<file path="config.mk">
export PLATFORM = sky130hd
export DESIGN_NAME = shape_record_text_parser
export DESIGN_NICKNAME = d
export VERILOG_FILES = /design/src/rtl/srtp_pkg.sv /design/src/rtl/srtp_core.sv /design/src/rtl/shape_record_text_parser.sv
export SDC_FILE = /design/constraint.sdc
export NUM_CORES = 1
export LEC_CHECK = 0
export ABC_AREA = 1
export ABC_CLOCK_PERIOD_IN_PS = 7500
export BUFFER_PORTS_ARGS = -buffer_cell sky130_fd_sc_hd__buf_2
export CORE_MARGIN = 4
export CORE_UTILIZATION = 42
export CTS_CLUSTER_SIZE = 12
export DETAILED_ROUTE_END_ITERATION = 12
export HOLD_SLACK_MARGIN = 0.02
export MAX_ROUTING_LAYER = met4
export PLACE_DENSITY = 0.7
export SYNTH_ARGS = -nofsm -noshare
export SYNTH_HDL_FRONTEND = slang
export SYNTH_SLANG_ARGS = --single-unit
</file>
<file path="constraint.sdc">
create_clock -name clk -period 7.5 [get_ports clk]
set_input_delay 1.5 -clock clk [delete_from_list [all_inputs] [get_ports clk]]
set_output_delay 1.5 -clock clk [all_outputs]
set_load 0.01 [all_outputs]
</file>
<file path="src/rtl/srtp_pkg.sv">
// Package for the shape record text parser: parse modes, result kinds, characters, helpers.
package srtp_pkg;

  // Width of the decimal accumulators.
  localparam int unsigned VALUE_WIDTH = 32;
  localparam int unsigned OUT_WIDTH = 32;

  typedef logic [VALUE_WIDTH-1:0] value_t;
  typedef logic [OUT_WIDTH-1:0] word_t;
  typedef logic [7:0] char_t;

  // Parser modes.
  typedef enum logic [3:0] {
    M_IDLE    = 4'd0,
    M_COMMENT = 4'd1,
    M_L_TAG   = 4'd2,
    M_C_TAG   = 4'd3,
    M_P_TAG   = 4'd4,
    M_L_FIELD = 4'd5,
    M_C_FIELD = 4'd6,
    M_P_START = 4'd7,
    M_P_FIELD = 4'd8
  } mode_t;

  // Result kinds.
  localparam logic [1:0] KIND_LINE   = 2'd0;
  localparam logic [1:0] KIND_CIRCLE = 2'd1;
  localparam logic [1:0] KIND_POINT  = 2'd2;
  localparam logic [1:0] KIND_END    = 2'd3;

  // Characters the parser reacts to.
  localparam char_t CH_BAR     = 8'h7C;
  localparam char_t CH_SEMI    = 8'h3B;
  localparam char_t CH_COMMA   = 8'h2C;
  localparam char_t CH_HASH    = 8'h23;
  localparam char_t CH_NEWLINE = 8'h0A;
  localparam char_t CH_ZERO    = 8'h30;
  localparam char_t CH_L_UP    = 8'h4C;
  localparam char_t CH_L_LOW   = 8'h6C;
  localparam char_t CH_C_UP    = 8'h43;
  localparam char_t CH_C_LOW   = 8'h63;
  localparam char_t CH_P_UP    = 8'h50;
  localparam char_t CH_P_LOW   = 8'h70;

  // Field counts of the three record types.
  localparam logic [2:0] LINE_FIELDS   = 3'd4;
  localparam logic [2:0] CIRCLE_FIELDS = 3'd3;
  localparam logic [2:0] POLY_FIELDS   = 3'd2;

  // One result item as it leaves the parser core.
  typedef struct packed {
    logic [1:0] kind;
    word_t      first_x;
    word_t      first_y;
    word_t      second_value;
    word_t      second_y;
    word_t      colour;
    logic       last_point;
  } result_t;

  // Hex digit value; a byte that is no hex letter counts as byte - '0', wrapping.
  function automatic word_t hex_digit(input char_t b);
    word_t d;
    if (b >= 8'h61 && b <= 8'h66) begin
      d = OUT_WIDTH'(b) - OUT_WIDTH'(87);
    end else if (b >= 8'h41 && b <= 8'h46) begin
      d = OUT_WIDTH'(b) - OUT_WIDTH'(55);
    end else begin
      d = OUT_WIDTH'(b) - OUT_WIDTH'(CH_ZERO);
    end
    return d;
  endfunction

  // Sign-extend or truncate an accumulator to the output word.
  function automatic word_t out_val(input value_t v);
    return OUT_WIDTH'(signed'(v));
  endfunction

endpackage

</file>
<file path="src/rtl/srtp_core.sv">
// Parser core: record state, accumulators and result decode for one byte per step.
module srtp_core import srtp_pkg::*; (
  input  logic    clk,
  input  logic    rst,
  input  logic    step,
  input  char_t   in_byte,
  output logic    emit,
  output result_t result
);

  mode_t      mode, mode_next;
  logic [2:0] field_index, field_index_next;
  value_t     acc [4];
  value_t     acc_next [4];
  word_t      colour_acc, colour_acc_next;

  logic       clr_pre;
  logic       clr_post;
  logic       fld;
  logic [2:0] ndec;
  logic       last;

  // Next state and result decode.
  always_comb begin
    mode_next = mode;
    clr_pre   = 1'b0;
    clr_post  = 1'b0;
    fld       = 1'b0;
    ndec      = POLY_FIELDS;
    emit      = 1'b0;
    last      = 1'b0;
    result    = '0;

    unique case (mode)
      M_IDLE: begin
        if (in_byte == CH_HASH) begin
          mode_next = M_COMMENT;
        end else if (in_byte == CH_L_UP || in_byte == CH_L_LOW) begin
          clr_pre   = 1'b1;
          mode_next = M_L_TAG;
        end else if (in_byte == CH_C_UP || in_byte == CH_C_LOW) begin
          clr_pre   = 1'b1;
          mode_next = M_C_TAG;
        end else if (in_byte == CH_P_UP || in_byte == CH_P_LOW) begin
          clr_pre   = 1'b1;
          mode_next = M_P_TAG;
        end
      end
      M_COMMENT: begin
        if (in_byte == CH_NEWLINE) mode_next = M_IDLE;
      end
      M_L_TAG: begin
        mode_next = M_L_FIELD;
        ndec      = LINE_FIELDS;
        fld       = (in_byte != CH_BAR);
      end
      M_C_TAG: begin
        mode_next = M_C_FIELD;
        ndec      = CIRCLE_FIELDS;
        fld       = (in_byte != CH_BAR);
      end
      M_L_FIELD: begin
        ndec = LINE_FIELDS;
        fld  = 1'b1;
      end
      M_C_FIELD: begin
        ndec = CIRCLE_FIELDS;
        fld  = 1'b1;
      end
      M_P_TAG: begin
        if (in_byte == CH_BAR) begin
          mode_next = M_P_START;
        end else begin
          mode_next = M_P_FIELD;
          fld       = 1'b1;
        end
      end
      M_P_START: begin
        if (in_byte == CH_BAR) begin
          // A bar where a point would start closes the polygon.
          emit        = 1'b1;
          result.kind = KIND_END;
          clr_post    = 1'b1;
          mode_next   = M_IDLE;
        end else begin
          clr_pre   = 1'b1;
          mode_next = M_P_FIELD;
          fld       = 1'b1;
        end
      end
      M_P_FIELD: begin
        fld = 1'b1;
      end
      default: begin
        mode_next = M_IDLE;
      end
    endcase

    // Starting values, cleared when a record or a point begins.
    for (int i = 0; i < 4; i++) begin
      acc_next[i] = clr_pre ? '0 : acc[i];
    end
    field_index_next = clr_pre ? '0 : field_index;
    colour_acc_next  = clr_pre ? '0 : colour_acc;

    // One byte of a field-bearing record.
    if (fld) begin
      if (field_index_next < ndec) begin
        if (in_byte == CH_COMMA) begin
          field_index_next = field_index_next + 3'd1;
        end else begin
          acc_next[field_index_next[1:0]] = (acc_next[field_index_next[1:0]] << 3)
              + (acc_next[field_index_next[1:0]] << 1)
              + VALUE_WIDTH'(in_byte) - VALUE_WIDTH'(CH_ZERO);
        end
      end else if (ndec == POLY_FIELDS && (in_byte == CH_SEMI || in_byte == CH_BAR)) begin
        last              = (in_byte == CH_BAR);
        emit              = 1'b1;
        result.kind       = KIND_POINT;
        result.first_x    = out_val(acc_next[0]);
        result.first_y    = out_val(acc_next[1]);
        result.colour     = colour_acc_next;
        result.last_point = last;
        clr_post          = 1'b1;
        mode_next         = last ? M_IDLE : M_P_START;
      end else if (ndec != POLY_FIELDS && in_byte == CH_BAR) begin
        emit                = 1'b1;
        result.kind         = (ndec == LINE_FIELDS) ? KIND_LINE : KIND_CIRCLE;
        result.first_x      = out_val(acc_next[0]);
        result.first_y      = out_val(acc_next[1]);
        result.second_value = out_val(acc_next[2]);
        result.second_y     = (ndec == LINE_FIELDS) ? out_val(acc_next[3]) : '0;
        result.colour       = colour_acc_next;
        clr_post            = 1'b1;
        mode_next           = M_IDLE;
      end else begin
        colour_acc_next = (colour_acc_next << 4) + hex_digit(in_byte);
      end
    end

    // Clear after a result.
    if (clr_post) begin
      for (int i = 0; i < 4; i++) begin
        acc_next[i] = '0;
      end
      field_index_next = '0;
      colour_acc_next  = '0;
    end
  end

  // Mode, index, accumulator and colour registers.
  always_ff @(posedge clk) begin
    if (rst) begin
      mode        <= M_IDLE;
      field_index <= '0;
      colour_acc  <= '0;
      for (int i = 0; i < 4; i++) begin
        acc[i] <= '0;
      end
    end else if (step) begin
      mode        <= mode_next;
      field_index <= field_index_next;
      colour_acc  <= colour_acc_next;
      for (int i = 0; i < 4; i++) begin
        acc[i] <= acc_next[i];
      end
    end
  end

endmodule

</file>
<file path="src/rtl/shape_record_text_parser.sv">
// Top level of the shape record text parser: byte input register, parser core, result register.
//
//   channel  | dir | beat contents
//   s_axis   | in  | tdata[7:0] in_byte
//   m_axis   | out | tdata first_x, first_y, second_value, second_y, colour;
//            |     | tuser kind; tlast last_point
//
// One byte is taken per cycle unless a full result register stalls the input. The byte that
// closes a record waits in the input register; its result is loaded into the result register
// as that byte moves on into the core. The parser core updates its state only when the byte
// in the input register moves on, which happens when the result register is empty or being
// drained. m_axis_tready reaches s_axis_tready through that one gate.
// Reset is synchronous and clears all parser state and both valid flags.
module shape_record_text_parser import srtp_pkg::*; (
  input  logic         clk,
  input  logic         rst,
  input  logic         s_axis_tvalid,
  output logic         s_axis_tready,
  input  logic [7:0]   s_axis_tdata,  // [7:0] in_byte
  output logic         m_axis_tvalid,
  input  logic         m_axis_tready,
  // [31:0] first_x, [63:32] first_y, [95:64] second_value, [127:96] second_y,
  // [159:128] colour
  output logic [159:0] m_axis_tdata,
  output logic [1:0]   m_axis_tuser,  // [1:0] kind
  output logic         m_axis_tlast
);

  logic    in_valid;
  char_t   in_byte;
  logic    advance;
  logic    emit;
  result_t core_result;
  logic    out_valid;
  result_t out_result;

  // The input byte moves into the core when the result slot can take a result.
  assign advance       = in_valid && (!out_valid || m_axis_tready);
  assign s_axis_tready = !in_valid || advance;

  // Input register.
  always_ff @(posedge clk) begin
    if (rst) begin
      in_valid <= 1'b0;
    end else if (s_axis_tready) begin
      in_valid <= s_axis_tvalid;
    end
  end

  always_ff @(posedge clk) begin
    if (s_axis_tvalid && s_axis_tready) begin
      in_byte <= s_axis_tdata;
    end
  end

  srtp_core u_core (
    .clk     (clk),
    .rst     (rst),
    .step    (advance),
    .in_byte (in_byte),
    .emit    (emit),
    .result  (core_result)
  );

  // Result register.
  always_ff @(posedge clk) begin
    if (rst) begin
      out_valid <= 1'b0;
    end else if (advance && emit) begin
      out_valid <= 1'b1;
    end else if (m_axis_tready) begin
      out_valid <= 1'b0;
    end
  end

  always_ff @(posedge clk) begin
    if (advance && emit) begin
      out_result <= core_result;
    end
  end

  assign m_axis_tvalid = out_valid;
  assign m_axis_tdata  = {out_result.colour, out_result.second_y, out_result.second_value,
                          out_result.first_y, out_result.first_x};
  assign m_axis_tuser  = out_result.kind;
  assign m_axis_tlast  = out_result.last_point;

`ifndef SYNTH
  // An end marker carries no coordinates or colour and is never flagged last.
  a_end_empty: assert property (@(posedge clk) disable iff (rst)
    m_axis_tvalid && m_axis_tuser == KIND_END |-> m_axis_tdata == '0 && !m_axis_tlast)
    else $error("end marker with payload");

  // Only polygon points can be flagged last.
  a_last_point: assert property (@(posedge clk) disable iff (rst)
    m_axis_tvalid && m_axis_tlast |-> m_axis_tuser == KIND_POINT)
    else $error("last flag on a non-point beat");

  // Only lines carry a second y.
  a_second_zero: assert property (@(posedge clk) disable iff (rst)
    m_axis_tvalid && m_axis_tuser != KIND_LINE |-> m_axis_tdata[127:96] == '0)
    else $error("second y on a non-line beat");

  // Nothing is shown in the cycle after reset.
  a_reset_empty: assert property (@(posedge clk)
    rst |=> !m_axis_tvalid)
    else $error("result valid after reset");
`endif

endmodule

</file>
==> metrics.md, run 1 <==
| Metric | Value |
|---|---|
| Vias post-DR | `17500` |
| Wl on met1 | `26300 um` |
| Synth top area share | `0.441` |
| I/O Buffers | `176` |
| CP Class | `flop to flop` |
| Power share of the clock group | `0.391` |
| Clk_lat worst skew | `570 ps` |
| Most frequent cells after synthesis | `nand2_1, nor2_1, edfxtp_1` |
| Top Metal Used | `met4` |
| Clock transition at path regs | `roughly 60 ps` |
| Share of cells above drive strength 1 | `0.114` |
| First-pass GRT wire length | `91900 um` |
| Syn. warnings | `0` |
| Final Setup Violations | `0` |
| Register area share after synthesis | `0.481` |
| VDD IR max | `around 0.00013 V` |
| Post-synthesis mux area share | `0.000492` |
| Syn_nets | `about 2600` |
| Setup crit end kind | `flop` |
| CTS hold repair buffers | `0` |
| Die width | `~230 um` |
| Max Slew Vio Count | `0` |
| Hpwl dp | `40500 um` |
| RSZ-0062 raised after global routing | `false` |
| Leading area contributor after synthesis | `edfxtp_1` |
| WL met2 | `27300 um` |
| Max-Cap Viols | `0` |
| Syn_area_per_cell | `8.33 um^2` |
| Pwr dens | `216 nW/um^2` |
| Setup crit start kind | `flop` |
| Pint | `3.51 mW` |
| DR WL/cell | `approximately 18 um` |
| Mapped Cells | `2445` |
| Req. time, crit path | `7890 ps` |
| Final #Nets | `2721` |
| Slew headroom | `0.238` |
| Register bit total from synthesis | `340` |
| Die height | `228 um` |
| Num CTS Buffers | `39` |
| Fin crit period | `~6500 ps` |
| Routability cong. | `about 0.9` |
| Initial antenna violation count | `0` |
| Post_cts resized | `0` |
| Synth cell types | `48` |
| Synth Area in XOR/XNOR | `0.0228` |
| DRT antenna net count | `0` |
| Ant. Diodes | `0` |
| Initial DRC count | `1584` |
| Core Box Area | `roughly 48000 um^2` |
| Total GRT Usage | `0.224` |
| DRC viols | `0` |
| # H-tree levels | `2` |
| CTS tree | `done` |
| Global route total overflow | `0` |
| Die ar. | `approximately 52000 um^2` |
| Clk buf depth | `3` |
| Switching share of total power | `0.292` |
| Psw | `roughly 1.4 mW` |
| Synth async-reset ratio | `0` |
| Clk_skew | `20.3 ps` |
| Routed met3 length | `4400 um` |
| Hold WS | `452 ps` |
| Pin count of the biggest net entering global routing | `87` |
| Main combinational cell family by area after synthesis | `simple AND/OR/NAND/NOR gates` |
| Post-synth EDFFs | `299` |
| Crit path DAT | `6880 ps` |
| TritonRoute pass-1 iters | `8` |
| # IOs | `177` |
| Top-count cell post-synth | `nand2_1` |
| Row cnt | `80` |
| Status | `finished, final reports clean` |
| WL final | `about 59000 um` |
| Setup TNS | `0 ps` |
| Synth Area in Simple Gates | `0.228` |
| Leakage power total | `9.66 nW` |
| Slew @ Worst Pin | `between 1000 and 1500 ps` |
| Synth Area in Compound Gates | `0.115` |
| Top_reg_cell synth | `edfxtp_1` |
| Seq pwr share | `0.426` |
| Starting Density | `0.425` |
| Postcts setup bufs | `0` |
| # clock sinks | `between 300 and 400` |
| Combinational share of power | `0.183` |
| Area Overhead vs Synth | `12.7%` |
| Hold crit path type | `flop to flop` |
| Synth top area cells | `edfxtp_1, nand2_1, ha_1` |
| CTS root buf | `clkbuf_16` |
| Vias in the first global route | `~16000` |
| Final Hold Viols | `0` |
| Worst-path maximum fanout | `between 40 and 50` |
| Via density | `5.44` |
| Period utilization | `0.865` |
| Adder-cell share of the synthesized area | `0.0817` |
| Fmax | `0.154 GHz` |
| Mapped Area | `between 20000 and 25000 um^2` |
[registers in the layout (all words and copies together) (netlist names)]
| register | count |
|---|---|
| m_axis_tuser | 2 |
| m_axis_tlast | 1 |
| u_core.mode | 4 |
| m_axis_tdata | 160 |
| u_core.field_index | 3 |
| m_axis_tvalid | 1 |
| in_valid | 1 |
| u_core.colour_acc | 32 |
| u_core.acc | 128 |
| in_byte | 8 |
[cell usage in the layout, fill, tap and decap left out, types with 3 or more instances in the layout]
cell type,n
buf_2,176
nor2_1,341
buf_4,24
clkinv_2,5
bufinv_16,5
nand3_4,3
clkinv_1,4
xor2_1,30
o21ai_1,27
xnor2_1,23
a21oi_1,148
o21a_1,5
fa_1,5
nand2_1,633
a21boi_0,3
inv_2,13
ha_1,125
o21bai_1,6
clkbuf_1,8
o31ai_1,3
inv_1,225
o21ai_0,185
a31oi_1,7
o211a_1,4
nand3_2,4
clkinvlp_4,3
nor4_1,5
edfxtp_1,299
a21o_1,4
nand2_2,5
nor3_1,31
o211ai_1,31
nand4_1,21
nor2_2,6
clkbuf_16,40
dfxtp_1,41
nand3_1,87
[routing by layer]
metal  GRT usage  vias up
li1            -     8445
met1       0.305     8288
met5           -        -
met4      0.0484        0
met2       0.356      696
met3      0.0368       72
[layout make-up]
class	count	area, um^2
well taps	615	769
repair buffers	200	1060
clock inverters	19	243
flip-flops and latches	340	9800
inverters	241	912
fillers	4596	24900
multi-input cells	1757	9130
clock buffers	48	1030
[through the flow]
step	util	total power [mW]	setup WS, ps	area [um^2]	std cells
2_1_floorplan	-	2.79	978	20400	2445
3_3_place_gp	0.453	3.04	1360	21700	3153
3_5_place_dp	0.453	3.05	1140	21700	3153
4_1_cts	0.479	4.99	1100	22900	3220
5_1_grt	0.479	5.19	563	22900	3220
6_report	0.479	4.96	1020	22900	3220
[cells by family (layout without fill, tap and decap cells)]
kind of cell / after synthesis / count (layout)
flip-flops: 340 / 340
XOR/XNOR: 53 / 53
multiplexers: 1 / 1
buffers and inverters: 348 / 508
adder cells (fa/ha/maj): 130 / 130
AO/OA/AOI/OAI: 429 / 429
AND/OR/NAND/NOR: 1144 / 1144
[final timing paths]
| check | from | endpoint | slack (ps) | cells past startpoint |
|---|---|---|---|---|
| worst max-delay path | in_byte[0]$_DFFE_PP_ | u_core.acc[3][29]$_SDFFCE_PP0P_ | 1020 | 27 |
| worst min-delay path | u_core.colour_acc[22]$_SDFFE_PP0P_ | u_core.colour_acc[22]$_SDFFE_PP0P_ | 450 | 2 |
| worst max register to register | in_byte[0]$_DFFE_PP_ | u_core.acc[3][29]$_SDFFCE_PP0P_ | 1020 | 27 |
| worst min register to register | u_core.colour_acc[22]$_SDFFE_PP0P_ | u_core.colour_acc[22]$_SDFFE_PP0P_ | 450 | 2 |
[worst max-delay path, cell delays in order (launching register included)]
cell	delay [ps]
edfxtp_1	450
inv_1	250
ha_1	220
inv_1	60
nor2_2	140
nand2_2	160
nand2_4	190
a21boi_4	470
buf_4	510
nand2_1	180
nand2_1	110
a21oi_1	60
a31oi_1	300
xor2_1	190
inv_1	70
ha_1	180
a21o_1	170
fa_1	480
fa_1	490
nand3_1	90
nand2_1	120
a21oi_1	310
o21ai_0	250
nand2_1	120
o211ai_1	130
xor2_1	310
nand2_1	100
a21oi_1	180
[power by group through the flow]
stage / Combinational, mW / Clock (mW) / Sequential, mW
floorplan: 0.643 / 0 / 2.15
global placement: 0.890 / 0 / 2.15
detailed placement: 0.895 / 0 / 2.15
CTS: 0.904 / 1.97 / 2.11
global route: 1.02 / 2.06 / 2.12
finish: 0.909 / 1.94 / 2.11
(Power assumes the default switching activity.)
==> run 2: changes to the inputs <==
--- a/config.mk
+++ b/config.mk
@@ -15,3 +15,2 @@
 export HOLD_SLACK_MARGIN = 0.02
-export MAX_ROUTING_LAYER = met4
 export PLACE_DENSITY = 0.7
==> constraint.sdc (replaced) <==
create_clock -name clk -period 7.5 [get_ports clk]
set_input_delay 0 -clock clk [delete_from_list [all_inputs] [get_ports clk]]
set_output_delay 0 -clock clk [all_outputs]
set_load 0.01 [all_outputs]
==> metrics.md, run 2 (synthesis results as in run 1) <==
| Metric | Value |
|---|---|
| Status | `finished, final reports clean (unchanged)` |
| Commonest cells after routing, fill and taps aside | `nand2_1, nor2_1, edfxtp_1, inv_1, o21ai_0 (unchanged)` |
| Hpwl dp | `40300 um (was 40500 um)` |
| Final setup margin | `1310 ps (was 1020 ps)` |
| Starting Density | `0.425 (unchanged)` |
| CTS tree | `done (unchanged)` |
| Global route total overflow | `0 (unchanged)` |
| Slew headroom | `0.208 (was 0.238)` |
| First-pass GRT wire length | `92500 um (was 91900 um)` |
| Setup crit end kind | `flop (unchanged)` |
| Hold_sp | `s_axis_tdata[0] (was u_core.colour_acc[22]$_SDFFE_PP0P_)` |
| Clk_lat worst skew | `580 ps (was 570 ps)` |
| Vias in the first global route | `16900 (was 16400)` |
| Hold Crit Depth | `2 (unchanged)` |
| Max reg flops | `160 (unchanged)` |
| WL met2 | `26400 um (was 27300 um)` |
| Worst-path maximum fanout | `47 (unchanged)` |
| RSZ-0062 raised after global routing | `false (unchanged)` |
| Psw | `1.45 mW (about the same)` |
| Share of cells above drive strength 1 | `0.112 (was 0.114)` |
| Final Setup Violations | `0 (unchanged)` |
| Initial antenna violation count | `0 (unchanged)` |
| Total GRT Usage | `0.218 (was 0.224)` |
| Slew @ Worst Pin | `1190 ps (was 1140 ps)` |
| Final core utilization | `0.481 (was 0.479)` |
| Clk buf depth | `3 (unchanged)` |
| TritonRoute pass-1 iters | `7 (was 8)` |
| Routability cong. | `0.909 (was 0.922)` |
| DRC viols | `0 (unchanged)` |
| Num CTS Buffers | `39 (unchanged)` |
| Top Metal Used | `met4 (unchanged)` |
| Row cnt | `80 (unchanged)` |
| Reg2Reg Capture Point | `u_core.acc[2][13]$_SDFFCE_PP0P_ (was u_core.acc[3][29]$_SDFFCE_PP0P_)` |
| DRT antenna net count | `0 (unchanged)` |
| Core Box Area | `47800 um^2 (unchanged)` |
| VDD IR max | `0.000172 V (was 0.000132 V)` |
| Die width | `228 um (unchanged)` |
| DR WL/cell | `18.1 um (was 18.3 um)` |
| Area Overhead vs Synth | `13.0% (was 12.7%)` |
| Period utilization | `0.826 (was 0.865)` |
| Post_cts resized | `0 (unchanged)` |
| Min-Delay Endpoint | `in_byte[0]$_DFFE_PP_ (was u_core.colour_acc[22]$_SDFFE_PP0P_)` |
| R2r setup slk | `1310 ps (was 1020 ps)` |
| Final Hold Viols | `0 (unchanged)` |
| CP Class | `flop to flop (unchanged)` |
| Fin crit period | `6190 ps (was 6480 ps)` |
| WL final | `58600 um (was 59100 um)` |
| CTS root buf | `clkbuf_16 (unchanged)` |
| Crit path DAT | `6480 ps (was 6880 ps)` |
| Die ar. | `52100 um^2 (unchanged)` |
| Ant. Diodes | `0 (unchanged)` |
| Switching share of total power | `0.295 (was 0.292)` |
| Wl on met1 | `25800 um (was 26300 um)` |
| Power share of the clock group | `0.384 (was 0.391)` |
| Pwr dens | `213 nW/um^2 (was 216 nW/um^2)` |
| Hold WS | `167 ps (was 452 ps)` |
| # clock sinks | `340 (unchanged)` |
| Reg2reg path depth | `26 (was 27)` |
| Fmax | `0.162 GHz (was 0.154 GHz)` |
| Setup crit start kind | `flop (unchanged)` |
| Clock transition at path regs | `60 ps (about the same)` |
| Max Slew Vio Count | `0 (unchanged)` |
| Die height | `228 um (unchanged)` |
| Pint | `3.46 mW (was 3.51 mW)` |
| Via density | `5.42 (was 5.44)` |
| Postcts setup bufs | `0 (unchanged)` |
| Critical R2R Launch | `in_byte[0]$_DFFE_PP_ (unchanged)` |
| Most common cell after layout, fill and taps aside | `nand2_1 (unchanged)` |
| Pin count of the biggest net entering global routing | `83 (was 87)` |
| # H-tree levels | `2 (unchanged)` |
| # IOs | `177 (unchanged)` |
| Seq pwr share | `0.431 (was 0.426)` |
| Max-Cap Viols | `0 (unchanged)` |
| Leakage power total | `9.69 nW (was 9.66 nW)` |
| Setup WS pre-CTS | `1330 ps (was 1140 ps)` |
| Req. time, crit path | `7790 ps (was 7890 ps)` |
| I/O Buffers | `176 (unchanged)` |
| Routed met3 length | `4650 um (was 4400 um)` |
| Setup TNS | `0 ps (unchanged)` |
| Hold crit path type | `primary input to flop (was flop to flop)` |
| Combinational share of power | `0.185 (was 0.183)` |
| Vias post-DR | `17500 (about the same)` |
| Clk_skew | `38.4 ps (was 20.3 ps)` |
| Initial DRC count | `1702 (was 1584)` |
| Final #Nets | `2731 (was 2721)` |
run 2: changes by cell type in the layout (fill, tap and decap cells not counted), sizes merged:
cell,change
inv,+2
buf,-2
clkinv,-1
bufinv,-2
clkinvlp,-1
dlygate4sd3,+12
clkbuf,+3
run 2: worst max path at each step:
stage                         startpoint                         endpoint  slack (ps)  depth (start not counted)
floorplan           in_byte[0]$_DFFE_PP_    m_axis_tdata[0]$_SDFFCE_PP0P_         980                         19
global route        in_byte[0]$_DFFE_PP_  u_core.acc[3][29]$_SDFFCE_PP0P_         800                         27
global placement    in_byte[0]$_DFFE_PP_  u_core.acc[2][13]$_SDFFCE_PP0P_        1520                         26
CTS                 in_byte[0]$_DFFE_PP_  u_core.acc[2][13]$_SDFFCE_PP0P_        1330                         26
finish              in_byte[0]$_DFFE_PP_  u_core.acc[2][13]$_SDFFCE_PP0P_        1310                         26
detailed placement  in_byte[0]$_DFFE_PP_  u_core.acc[2][13]$_SDFFCE_PP0P_        1330                         26
run 2: critical path, cell delays in order, from the launching register on:
cell and delay, ps:
edfxtp_1 460, inv_1 240, ha_1 220, inv_1 70
nor2_2 130, nand2_2 150, nand2_4 170, a21boi_4 200
buf_4 450, nand2_1 180, nand2_1 100, a21oi_1 60
a31oi_1 300, xor2_1 200, inv_1 70, ha_1 190
a21o_1 180, fa_1 530, fa_1 510, nand3_1 100
nand2_1 130, a21oi_1 300, o21ai_0 240, xnor2_1 350
inv_1 130, o21ai_0 190, nor2_1 60
run 2: repair_timing:
item / in CTS / in global routing
hold buffers: 12 / 0
setup endpoints to repair: 0 / 0
endpoints found under the hold margin: 44 / 0
run 2: power groups by stage:
stage	clock network (mW)	logic (mW)	registers (mW)
floorplan	0	0.643	2.15
global placement	0	0.883	2.15
detailed placement	0	0.889	2.15
CTS	1.92	0.901	2.11
global route	2.00	1.02	2.12
finish	1.88	0.907	2.11
run 2: layout make-up:
cell class                 count  area, um^2
fill                        4604       24800
inverter                     241         912
tap                          615         769
timing repair buffer         210        1170
sequential                   340        9800
clock buffer                  51        1040
clock inverter                17         198
multi-input combinational   1757        9130
run 2: routing by layer:
metal | vias up | track usage
met2 | 738 | 0.348
met5 | - | 0
met4 | 0 | 0.0697
met1 | 8196 | 0.301
met3 | 106 | 0.0424
li1 | 8482 | -
run 2: metrics by stage:
stage | instances | power [mW] | area [um^2]
after floorplan | 2445 | 2.79 | 20400
after global placement | 3151 | 3.03 | 21700
after detailed placement | 3151 | 3.04 | 21700
after CTS | 3231 | 4.94 | 23000
after global routing | 3231 | 5.14 | 23000
final | 3231 | 4.90 | 23000
==> run 3: changes to the inputs <==
ABC_CLOCK_PERIOD_IN_PS = 5110   (was 7500)
PLACE_DENSITY = 0.72   (was 0.7)
clock period = 5.11 ns   (was 7.5 ns; I/O delays follow)
==> metrics.md, run 3 (synthesis results as in run 1) <==
| Metric | Value |
|---|---|
| Final Hold Viols | `0 (unchanged)` |
| # IOs | `177 (unchanged)` |
| Reg2Reg Capture Point | `u_core.acc[1][25]$_SDFFCE_PP0P_ (was u_core.acc[2][13]$_SDFFCE_PP0P_)` |
| Final #Nets | `2926 (was 2731)` |
| # H-tree levels | `2 (unchanged)` |
| Req. time, crit path | `5430 ps (was 7790 ps)` |
| TritonRoute pass-1 iters | `6 (was 7)` |
| Final Setup Violations | `0 (unchanged)` |
| Core Box Area | `47800 um^2 (unchanged)` |
| DR WL/cell | `17.3 um (was 18.1 um)` |
| Critical path origin | `in_byte[4]$_DFFE_PP_ (was in_byte[0]$_DFFE_PP_)` |
| CTS tree | `done (unchanged)` |
| Share of cells above drive strength 1 | `0.204 (was 0.112)` |
| Area Overhead vs Synth | `23.1% (was 13.0%)` |
| Setup crit end kind | `flop (unchanged)` |
| CP Capture Point | `u_core.acc[1][25]$_SDFFCE_PP0P_ (was u_core.acc[2][13]$_SDFFCE_PP0P_)` |
| Clk_skew | `22.4 ps (was 38.4 ps)` |
| CP Class | `flop to flop (unchanged)` |
| Setup TNS | `0 ps (unchanged)` |
| Total GRT Usage | `0.216 (was 0.218)` |
| Pwr dens | `300 nW/um^2 (was 213 nW/um^2)` |
| Layout fillers | `4396 (was 4604)` |
| Routability cong. | `0.946 (was 0.909)` |
| DRC viols | `0 (unchanged)` |
| Initial DRC count | `1720 (was 1702)` |
| Status | `finished, final reports clean (unchanged)` |
| Worst-path maximum fanout | `5 (was 47)` |
| Post-route design area | `25100 um^2 (was 23000 um^2)` |
| Max reg flops | `160 (unchanged)` |
| I/O Buffers | `176 (unchanged)` |
| Hpwl dp | `40200 um (was 40300 um)` |
| WL final | `59200 um (was 58600 um)` |
| Period utilization | `0.960 (was 0.826)` |
| Fin crit period | `4900 ps (was 6190 ps)` |
| Fmax | `0.204 GHz (was 0.162 GHz)` |
| Leakage power total | `10.7 nW (was 9.69 nW)` |
| Hold crit path type | `primary input to flop (unchanged)` |
| Slowest-stage cell, CP | `edfxtp_1 (was fa_1)` |
| DP Area | `23200 um^2 (was 21700 um^2)` |
| Ant. Diodes | `0 (unchanged)` |
| Clk_lat worst skew | `570 ps (was 580 ps)` |
| Die width | `228 um (unchanged)` |
| Commonest cells after routing, fill and taps aside | `nand2_1, nor2_1, edfxtp_1, inv_1, buf_4 (was nand2_1, nor2_1, edfxtp_1, inv_1, o21ai_0)` |
| Critical R2R Launch | `in_byte[4]$_DFFE_PP_ (was in_byte[0]$_DFFE_PP_)` |
| First-pass GRT wire length | `92700 um (was 92500 um)` |
| Die ar. | `52100 um^2 (unchanged)` |
| Final core utilization | `0.524 (was 0.481)` |
| Register Area | `9800 um^2 (unchanged)` |
| Pin count of the biggest net entering global routing | `114 (was 83)` |
| Num CTS Buffers | `39 (unchanged)` |
| Crit path DAT | `5220 ps (was 6480 ps)` |
| Vias post-DR | `18200 (was 17500)` |
| Slew @ Worst Pin | `1060 ps (was 1190 ps)` |
| Slew headroom | `0.290 (was 0.208)` |
| Global route total overflow | `0 (unchanged)` |
| Area used by multi-input combinational logic | `9530 um^2 (was 9130 um^2)` |
| CTS root buf | `clkbuf_16 (unchanged)` |
| Max-Cap Viols | `0 (unchanged)` |
| VDD IR max | `0.000203 V (was 0.000172 V)` |
| # clock sinks | `340 (unchanged)` |
| Reg2reg path depth | `28 (was 26)` |
| Die height | `228 um (unchanged)` |
| Max Slew Vio Count | `0 (unchanged)` |
| Most common cell after layout, fill and taps aside | `nand2_1 (unchanged)` |
| Vias in the first global route | `17400 (was 16900)` |
| Clock transition at path regs | `60 ps (about the same)` |
| DRT antenna net count | `0 (unchanged)` |
| Starting Density | `0.425 (unchanged)` |
| Slowest stage delay, CP | `430 ps (was 530 ps)` |
| Setup crit start kind | `flop (unchanged)` |
| Clk buf depth | `3 (unchanged)` |
| R2r setup slk | `210 ps (was 1310 ps)` |
| Row cnt | `80 (unchanged)` |
| Via density | `5.33 (was 5.42)` |
| Initial antenna violation count | `0 (unchanged)` |
run 3: cell count changes in the layout (fill, tap and decap cells not counted), sizes merged:
| cell | before | now |
|---|---|---|
| buf | 198 | 388 |
| bufinv | 3 | 0 |
| clkbuf | 51 | 53 |
| clkinv | 10 | 13 |
| clkinvlp | 2 | 3 |
| dlygate4sd3 | 12 | 13 |
| inv | 243 | 242 |
run 3: worst min-delay path by stage:
stage	slack, ps	cells after the start	end	from
after global placement	180	1	in_byte[3]$_DFFE_PP_	s_axis_tdata[3]
after global routing	150	7	u_core.mode[1]$_SDFFE_PP0P_	m_axis_tready
after CTS	40	7	u_core.mode[1]$_SDFFE_PP0P_	m_axis_tready
final	110	7	u_core.mode[1]$_SDFFE_PP0P_	m_axis_tready
after floorplan	70	1	in_valid$_SDFFE_PP0N_	rst
after detailed placement	180	1	in_byte[3]$_DFFE_PP_	s_axis_tdata[3]
run 3: metal layers:
metal | up-vias | global-route usage | routed length (um)
li1 | 8862 | - | -
met1 | 8494 | 0.301 | 25800
met2 | 755 | 0.345 | 26700
met3 | 136 | 0.0375 | 4700
met4 | 0 | 0.0664 | 1870
met5 | - | 0 | 0
run 3: cell type report:
class,count,area share
clock buffer,49,0.0413
sequential,340,0.391
multi-input combinational,1757,0.380
tap,615,0.0307
inverter,241,0.0367
timing repair buffer,405,0.115
clock inverter,17,0.00474
run 3: report_power, final:
part	internal [mW]	total (mW)	leakage [nW]	switching, mW
sequential	3.07	3.10	2.99	0.0282
combinational	0.757	1.82	7.17	1.07
clock	1.44	2.60	0.562	1.15
run 3: worst max-delay path: cells and delay by family (launching register included):
kind,cells,cell delay [ps]
compound gates,7,1200
buf+inv,7,850
fa+ha+maj,4,1070
simple gates,8,780
flops,1,430
xor+xnor,2,350
run 3: timing repair:
action,4_1_cts,5_1_grt
gates resized for setup,4,111
gates cloned,1,4
setup endpoints to repair,51,93
hold buffers,13,0
buffers inserted,6,6
pin swaps,1,19
endpoints found under the hold margin,44,0
run 3: through the flow:
step | worst slack [ps] | std cells | power [mW] | hold WS, ps
2_1_floorplan | -278 | 2445 | 4.11 | 69.1
3_3_place_gp | 21.9 | 3328 | 4.77 | 180
3_5_place_dp | -171 | 3328 | 4.79 | 179
4_1_cts | 26.0 | 3414 | 7.42 | 44.5
5_1_grt | -52.8 | 3424 | 7.88 | 148
6_report | 206 | 3424 | 7.52 | 112
